**config.mk**
```make
export PLATFORM = sky130hd
export DESIGN_NAME = skcm_cfg
export DESIGN_NICKNAME = d
export VERILOG_FILES = /design/src/hdl/skcm_pkg.sv /design/src/hdl/skcm_cfg.sv
export SDC_FILE = /design/constraint.sdc
export NUM_CORES = 2
export LEC_CHECK = 0
export BUFFER_PORTS_ARGS = -buffer_cell sky130_fd_sc_hd__buf_2
export CORE_AREA = 5 5 381 196
export CTS_CLUSTER_DIAMETER = 200
export DETAILED_ROUTE_END_ITERATION = 6
export DIE_AREA = 0 0 386 201
export PLACE_DENSITY = 0.79
export SLEW_MARGIN = 20
export SYNTH_ARGS = -nofsm -noshare
export SYNTH_HDL_FRONTEND = slang
export SYNTH_SLANG_ARGS = --single-unit
```
**constraint.sdc**
```tcl
create_clock -name clk -period 6.3 [get_ports clk]
set_input_delay 1.26 -clock clk [delete_from_list [all_inputs] [get_ports clk]]
set_output_delay 1.26 -clock clk [all_outputs]
set_load 0.05 [all_outputs]
```
**src/hdl/skcm_pkg.sv**
```systemverilog
// shared types, widths and constants of the sky texture coordinate mapper
// no dependencies; used by every module of the block

package skcm_pkg;

    localparam int CORDIC_STEPS = 14;
    localparam int STEP_W       = 5;
    localparam int GUARD        = 24;

    localparam int R_W    = 30;   // ray components
    localparam int XY_W   = 57;   // cordic x / y
    localparam int Z_W    = 17;   // cordic angle, signed q.13
    localparam int ANG_W  = 16;   // wrapped angle
    localparam int ROW_W  = 11;
    localparam int COL_W  = 12;
    localparam int CAM_W  = 15;
    localparam int SW_W   = 12;
    localparam int HALF_W = 11;
    localparam int RS_W   = 17;   // sky_repeat * sky_width
    localparam int BAND_W = 29;
    localparam int MH_W   = 32;   // floor(2^31 / half)
    localparam int C2_W   = 30;

    // angle constants at 13 fraction bits, rounded to nearest
    localparam logic [15:0]        TWO_PI       = 16'd51472;
    localparam logic signed [Z_W-1:0] HALF_PI   = 17'sd12868;
    localparam logic [16:0]        TWO_PI_RECIP = 17'd83442;   // floor(2^32 / TWO_PI)

    // configuration register indexes
    localparam logic [2:0] REG_SCREEN_W  = 3'd0;
    localparam logic [2:0] REG_SCREEN_H  = 3'd1;
    localparam logic [2:0] REG_SKY_W     = 3'd2;
    localparam logic [2:0] REG_SKY_H     = 3'd3;
    localparam logic [2:0] REG_SKY_REP   = 3'd4;
    localparam logic [2:0] REG_FOV       = 3'd5;

    typedef struct packed {
        logic signed [XY_W-1:0] x;
        logic signed [XY_W-1:0] y;
        logic signed [Z_W-1:0]  z;
        logic                   zero;
        logic [ROW_W-1:0]       row;
    } cord_t;

    // values derived from the configuration registers
    typedef struct packed {
        logic                   busy;
        logic [SW_W-1:0]        sw;
        logic [HALF_W-1:0]      half;
        logic [RS_W-1:0]        rs;
        logic [BAND_W-1:0]      bq;
        logic [HALF_W-1:0]      br;
        logic [MH_W-1:0]        mh;
        logic signed [C2_W-1:0] c2;
    } cfg_drv_t;

    // atan(2^-i) at 13 fraction bits
    function automatic logic signed [Z_W-1:0] atan_q(input logic [STEP_W-1:0] i);
        logic signed [Z_W-1:0] r;
        case (i)
            5'd0:    r = 17'sd6434;
            5'd1:    r = 17'sd3798;
            5'd2:    r = 17'sd2007;
            5'd3:    r = 17'sd1019;
            5'd4:    r = 17'sd511;
            5'd5:    r = 17'sd256;
            5'd6:    r = 17'sd128;
            5'd7:    r = 17'sd64;
            5'd8:    r = 17'sd32;
            5'd9:    r = 17'sd16;
            5'd10:   r = 17'sd8;
            5'd11:   r = 17'sd4;
            5'd12:   r = 17'sd2;
            5'd13:   r = 17'sd1;
            default: r = 17'sd0;
        endcase
        return r;
    endfunction

endpackage

```
**src/hdl/skcm_cfg.sv**
```systemverilog
// configuration registers and the sequencer that derives the per-frame constants
// with a shared bit-serial divider; depends on skcm_pkg

module skcm_cfg (
    input  logic                  clk,
    input  logic                  rst_n,
    input  logic                  cfg_valid,
    input  logic [2:0]            cfg_index,
    input  logic [15:0]           cfg_data,
    output skcm_pkg::cfg_drv_t    drv
);
    import skcm_pkg::*;

    localparam int NUM_W     = 44;
    localparam int DEN_W     = 28;
    localparam int DIV_STEPS = 44;
    localparam int CNT_W     = 6;

    typedef enum logic [2:0] {
        ST_M1, ST_M2, ST_M3, ST_D1, ST_D2, ST_D3, ST_FIN, ST_DONE
    } seq_state_t;

    logic [11:0]            screen_w_reg;
    logic [11:0]            screen_h_reg;
    logic [11:0]            sky_w_reg;
    logic [11:0]            sky_h_reg;
    logic [4:0]             sky_rep_reg;
    logic [15:0]            fov_reg;

    seq_state_t             state_reg;
    logic [CNT_W-1:0]       cnt_reg;
    logic [32:0]            prod_reg;
    logic [NUM_W-1:0]       num_reg;
    logic [DEN_W-1:0]       den_reg;
    logic [DEN_W-1:0]       rem_reg;
    logic [BAND_W-1:0]      band_reg;
    logic [BAND_W-1:0]      bq_reg;
    logic [HALF_W-1:0]      br_reg;
    logic [MH_W-1:0]        mh_reg;
    logic signed [C2_W-1:0] c2_reg;
    logic [RS_W-1:0]        rs_reg;

    logic [SW_W-1:0]        sw_eff;
    logic [HALF_W-1:0]      half_eff;
    logic [DEN_W:0]         rem_sh;
    logic                   ge;
    logic [DEN_W-1:0]       rem_next;
    logic [NUM_W-1:0]       num_next;
    logic                   last;
    logic signed [30:0]     diff;
    logic signed [30:0]     diff_adj;

    assign sw_eff   = (screen_w_reg == '0) ? SW_W'(1) : screen_w_reg;
    assign half_eff = (screen_h_reg[11:1] == '0) ? HALF_W'(1) : screen_h_reg[11:1];

    // restoring division, one quotient bit per cycle
    always_comb
    begin
        rem_sh   = {rem_reg, num_reg[NUM_W-1]};
        ge       = rem_sh >= {1'b0, den_reg};
        rem_next = ge ? DEN_W'(rem_sh - {1'b0, den_reg}) : rem_sh[DEN_W-1:0];
        num_next = {num_reg[NUM_W-2:0], ge};
        last     = cnt_reg == CNT_W'(DIV_STEPS - 1);
        diff     = $signed({19'd0, sky_h_reg}) - $signed({2'd0, band_reg});
        diff_adj = diff + $signed({30'd0, diff[30]});
    end

    always_ff @(posedge clk or negedge rst_n)
    begin
        if (!rst_n)
        begin
            screen_w_reg <= 12'd640;
            screen_h_reg <= 12'd480;
            sky_w_reg    <= 12'd1024;
            sky_h_reg    <= 12'd512;
            sky_rep_reg  <= 5'd1;
            fov_reg      <= 16'd9562;
            state_reg    <= ST_M1;
            cnt_reg      <= '0;
        end
        else if (cfg_valid)
        begin
            unique case (cfg_index)
                REG_SCREEN_W: screen_w_reg <= cfg_data[11:0];
                REG_SCREEN_H: screen_h_reg <= cfg_data[11:0];
                REG_SKY_W:    sky_w_reg    <= cfg_data[11:0];
                REG_SKY_H:    sky_h_reg    <= cfg_data[11:0];
                REG_SKY_REP:  sky_rep_reg  <= cfg_data[4:0];
                REG_FOV:      fov_reg      <= cfg_data;
                default:      ;
            endcase
            state_reg <= ST_M1;
            cnt_reg   <= '0;
        end
        else
        begin
            unique case (state_reg)
                ST_M1:   state_reg <= ST_M2;
                ST_M2:   state_reg <= ST_M3;
                ST_M3:
                begin
                    state_reg <= ST_D1;
                    cnt_reg   <= '0;
                end
                ST_D1, ST_D2, ST_D3:
                begin
                    cnt_reg <= last ? '0 : cnt_reg + CNT_W'(1);
                    if (last)
                        state_reg <= (state_reg == ST_D1) ? ST_D2 :
                                     (state_reg == ST_D2) ? ST_D3 : ST_FIN;
                end
                ST_FIN:  state_reg <= ST_DONE;
                ST_DONE: state_reg <= ST_DONE;
                default: state_reg <= ST_M1;
            endcase
        end
    end

    // datapath of the sequencer
    always_ff @(posedge clk)
    begin
        case (state_reg)
            ST_M1: prod_reg <= 33'(sky_rep_reg * fov_reg);
            ST_M2: prod_reg <= 33'(prod_reg[20:0] * sky_w_reg);
            ST_M3:
            begin
                num_reg <= NUM_W'(prod_reg * half_eff);
                den_reg <= DEN_W'(TWO_PI * sw_eff);
                rem_reg <= '0;
            end
            ST_D1:
            begin
                if (last)
                begin
                    band_reg <= num_next[BAND_W-1:0];
                    num_reg  <= NUM_W'(num_next[BAND_W-1:0]);
                    den_reg  <= DEN_W'(half_eff);
                    rem_reg  <= '0;
                end
                else
                begin
                    num_reg <= num_next;
                    rem_reg <= rem_next;
                end
            end
            ST_D2:
            begin
                if (last)
                begin
                    bq_reg  <= num_next[BAND_W-1:0];
                    br_reg  <= rem_next[HALF_W-1:0];
                    num_reg <= NUM_W'(1) << 31;
                    den_reg <= DEN_W'(half_eff);
                    rem_reg <= '0;
                end
                else
                begin
                    num_reg <= num_next;
                    rem_reg <= rem_next;
                end
            end
            ST_D3:
            begin
                if (last)
                    mh_reg <= num_next[MH_W-1:0];
                num_reg <= num_next;
                rem_reg <= rem_next;
            end
            ST_FIN:
            begin
                c2_reg <= C2_W'(diff_adj >>> 1);
                rs_reg <= RS_W'(sky_rep_reg * sky_w_reg);
            end
            default: ;
        endcase
    end

    assign drv.busy = state_reg != ST_DONE;
    assign drv.sw   = sw_eff;
    assign drv.half = half_eff;
    assign drv.rs   = rs_reg;
    assign drv.bq   = bq_reg;
    assign drv.br   = br_reg;
    assign drv.mh   = mh_reg;
    assign drv.c2   = c2_reg;

endmodule

```
[After elaboration in Yosys (flattened, before gate mapping)]
Index checks and enable logic that the tools add are counted.
Word-level totals
  register bits: 359
  input bits: 22
  output and inout bits: 143
Operators by class
  reduce and logical (&&, ||, !) cells: 22
  multiplexer cells: 19
  equal/unequal tests: 16
  $add $sub $neg: 4
  magnitude comparators: 1
  multipliers: 5
Operator list (count)
  44-bit case mux with 4 select lines: 1
  44-bit two-way mux: 2
  28-bit two-way mux: 3
  28-bit case mux with 3 select lines: 1
  33-bit case mux with 2 select lines: 1
  28-bit case mux with 2 select lines: 1
  33-bit by 11-bit multiplier with 44-bit output: 1
  21-bit by 12-bit multiplier with 33-bit output: 1
  30-bit by 2-bit adder with 31-bit output: 1
  12-bit by 29-bit subtractor with 30-bit output: 1
  29-bit by 28-bit greater-or-equal comparator with 1-bit output: 1
  28-bit subtractor: 1
  12-bit by 12-bit multiplier with 24-bit output, first input constant: 1
  5-bit by 16-bit multiplier with 21-bit output: 1
  2-bit AND reduction: 10
  3-bit equality test, second input constant: 6
  5-bit by 12-bit multiplier with 17-bit output: 1
  3-bit case mux with 5 select lines: 1
  3-bit by 2-bit equality test with 1-bit output, second input constant: 4
  12-bit logical NOT: 1
  12-bit two-way mux: 1
  6-bit two-way mux: 2
  6-bit case mux with 2 select lines: 1
  11-bit logical NOT: 1
  14 further kinds: 22

[Logic depth before layout (Yosys ltp)]
  word-level depth: 6
  mapped depth: 24
  mapped depth without buffers: 23

[Least setup slack after synthesis]
OpenSTA, ideal clock, no wires.
  kind: reg2reg
  from: register screen_h_reg[5]
  to: register num_reg[42] (data pin)
  period minus slack after synthesis: 6.416 ns
  setup slack: -0.116 ns
  stages on the path, launching flop included: 24
  path buffers: 3
  setup time: 0.267 ns
  arrival time: 6.150 ns
  cells stage by stage: dfstp_2 clkbuf_1 clkbuf_1 nand2_1 fa_1 fa_1 inv_1 fa_1 fa_1 inv_1 fa_1 inv_1 ha_1 clkbuf_1 a21oi_1 o21ai_0 a311oi_1 o2111ai_1 nand2_1 o21ai_0 a221o_1 a41oi_1 xor2_1 o21ai_0
Between the ends
  cells in the longest elaborated chain, start to end: 4
RTL lines
  start: declaration: line skcm_cfg.sv:24  | logic [11:0] screen_h_reg;
  start signal: assignment: line skcm_cfg.sv:85  | REG_SCREEN_H: screen_h_reg <= cfg_data[11:0];
  11-bit logical NOT: line skcm_cfg.sv:54  | assign half_eff = (screen_h_reg[11:1] == '0) ? HALF_W'(1) : screen_h_reg[11:1];
  11-bit two-way mux (*): line skcm_cfg.sv:54
  33-bit by 11-bit multiplier with 44-bit output (*): line skcm_cfg.sv:127  | num_reg <= NUM_W'(prod_reg * half_eff);
  44-bit case mux with 4 select lines (*): line skcm_cfg.sv:122  | case (state_reg)
  end signal: assignment: line skcm_cfg.sv:127
  end signal: assignment: line skcm_cfg.sv:136  | num_reg <= NUM_W'(num_next[BAND_W-1:0]);
  end signal: assignment: line skcm_cfg.sv:142  | num_reg <= num_next;
  end: declaration: line skcm_cfg.sv:33  | logic [NUM_W-1:0] num_reg;
Mark *: on every way between the ends. The rest lies on a longest branch, timed or not.
A chain may end at the register's enable or synchronous reset.

[Worst setup path in the final report]
  from: register screen_h_reg[8]
  to: register num_reg[42] (data pin)
Same word-level chain as after synthesis.

==> out/metrics.cfg <==
[yosys]
synth_cell_types=91
synth-edff-count=281
synth_xor_area_share_pct=3.49
synth_mux_area_share_pct=2.14
synth_area_leader_cell=fa_1
synth-async-reset-ratio_pct=21.5
yosysSeqAreaShare_pct=25.1
synth_top_family_by_area=adder cells
synthAdderAreaFrac_pct=36.8
ys_top_cells_by_count=inv_1 (661), fa_1 (560), nand2_1 (557), and2_1 (362), ha_1 (322)
ys_top_cells_by_area=fa_1 (27%), edfxtp_1 (20%), ha_1 (9.7%), inv_1 (6.0%), and2_1 (5.5%)
syn_area_um2=41400
synth_nets=5140
synthCells=4236
yosys_most_used_dff=edfxtp_1
ys_warn_count=0
synth_top_area_share_pct=27.1
synth-compound-area-share_pct=8.55
yosys.area_share.simple_pct=16.0
synth.most_common_cell=inv_1
synth_seq_cells=358
avgSynthCellArea_um2=9.78

[worst_setup_path]
startpoint=screen_h_reg[8]
end_kind=flip-flop
cpMostUsedCell=fa_1
crit_fanout=10
crit_path_top_delay_cell=dfstp_4
max_stage_delay_ns=0.70
crit_type=flip-flop to flip-flop
r2r-start=screen_h_reg[8]
cp.arrival_ns=6.52
cp-start-kind=flip-flop
worstPathRequired_ns=6.62
crit_chain=buf_12 -> clkbuf_16 -> and2_1 -> fa_1 -> fa_1 -> fa_1 -> fa_1 -> inv_1 -> fa_1 -> inv_1 -> ha_2 -> a21oi_2 -> a21boi_0 -> a311oi_2 -> o2111ai_4 -> nand2_2 -> o21ai_2 -> a221o_1 -> a41oi_2 -> xor2_1 -> o21ai_0

[cells_and_area]
largest_reg_flops=44
instances_no_fill=5423
fin_nets=5324
final_layout_size_suffix_gt1_share_pct=13.4
syn2layout_area_growth_pct=11.1

[detailed_routing]
drc=0
vias_per_cell=5.73
drtIter0Drc=3268
via_count=31100
routed_wl_um=107000
postRouteAntennaNets=0
dr.pass1.iters=6
wire_per_inst_um=19.7

[floorplan]
rows=70
core_region_area_um2=71600
dieWidth_um=386
start_util_pct=57.9
die_y_um=201
io_pins=165
die_area_um2=77600

[global_routing]
grt_pass1_vias=31100
grt_start_max_net_pins=66
grt_pass1_wl_um=172000
antenna_found_initial=2
grt_use_total_pct=27.8
overflow=0

[clock_network]
htreeDepth=2
cts.path.max_buffers=3
cts_tree=done
postCtsHoldBufs=0
clk_pin_slew_ns=0.07
clock_latency_ns=0.59
numCtsBuffers=38
root_buffer=clkbuf_16
cts_num_sinks=358

[sta]
hold_viol=0
relSlewSlack_pct=24.3
min_period_over_period_pct=98.3
fin_tns_setup_ns=0
min_period_ns=6.19
finalHoldWorstSlack_ns=0.460
slew_viol_final=0
fmax_mhz=161
skew_ns=0.0322
setup-violations-final=0
rsz0062_at_grt=true
tightest_slew_ns=1.12

[place]
hpwl_um=84100
dp.cells=5319
gp_congestion=0.945
io_buffers=164

[run_status]
outcome=complete, no violations

[hold_path]
min_from=num_reg[29]
hold_class=flip-flop to flip-flop

[flow_run]
drv_cap=0

worst paths after layout:
check / cells past startpoint / to / slack (ns)
setup / recovery: 21 / num_reg[42] / 0.11
hold / removal: 0 / mh_reg[30] / 0.46
setup reg to reg: 21 / num_reg[42] / 0.11
hold reg to reg: 0 / mh_reg[30] / 0.46
max in group asynchronous: 2 / screen_h_reg[11] / 4.52
min in group asynchronous: 1 / fov_reg[12] / 0.54
placed cells by master (no fill, tap or decap), types with 67 or more instances in the layout:
master    count
nor2_1      166
xnor2_1      98
mux2_2       67
fa_1        560
nand2_1     555
and2_1      362
o21ai_0     116
inv_1       661
edfxtp_1    281
ha_1        310
buf_2       163
buf_4       168
a21oi_1     123
a21o_1       75
what timing repair did:
| action | 4_1_cts | 5_1_grt |
|---|---|---|
| endpoints found under the setup margin | 7 | 24 |
| cloned | 0 | 2 |
| resized for setup | 11 | 64 |
| pin swaps | 1 | 27 |
| buffers inserted | 12 | 18 |
cells by family after synthesis:
kind of cell	after synthesis
AOI/OAI and AO/OA	535
xor gates and xnor gates	165
adders and majority gates	882
buffers and inverters	869
DFF	358
muxes	80
and+or+nand+nor	1347
worst max-delay path, delay by kind of cell (launching register included):
family	cells	cell delay (ns)
flip-flops	1	0.70
AND/OR/NAND/NOR	2	0.29
AO/OA/AOI/OAI	8	1.70
buffers and inverters	4	0.39
adder cells (fa/ha/maj)	6	2.69
XOR/XNOR	1	0.15
area by class of cell:
| cell class | count | area, µm² |
|---|---|---|
| clock inverter | 26 | 263 |
| inverter | 661 | 2480 |
| timing repair buffer | 352 | 2470 |
| antenna | 1 | 2.50 |
| multi-input combinational | 3009 | 28100 |
| fill | 5562 | 25500 |
| clock buffer | 44 | 1040 |
| tap | 972 | 1220 |
| sequential | 358 | 10400 |
per-stage QoR:
step	setup WS [ns]	util [%]	cell area (µm²)
floorplan	0.0611	-	41400
global placement	-0.108	61.6	44000
detailed placement	-0.145	61.6	44000
CTS	0.00858	63.6	45500
global route	-0.152	64.3	46000
finish	0.105	64.3	46000
routing by layer:
metal / wire (µm) / up-vias / global-route usage (%)
li1: - / 14000 / -
met1: 49000 / 15400 / 43.9
met2: 44300 / 1508 / 39.2
met3: 12000 / 127 / 6.90
met4: 1610 / 4 / 4.66
met5: 33 / - / 0
Power is not shown: default switching activity piles up to over one toggle a cycle in this logic, so the estimate is an artifact.
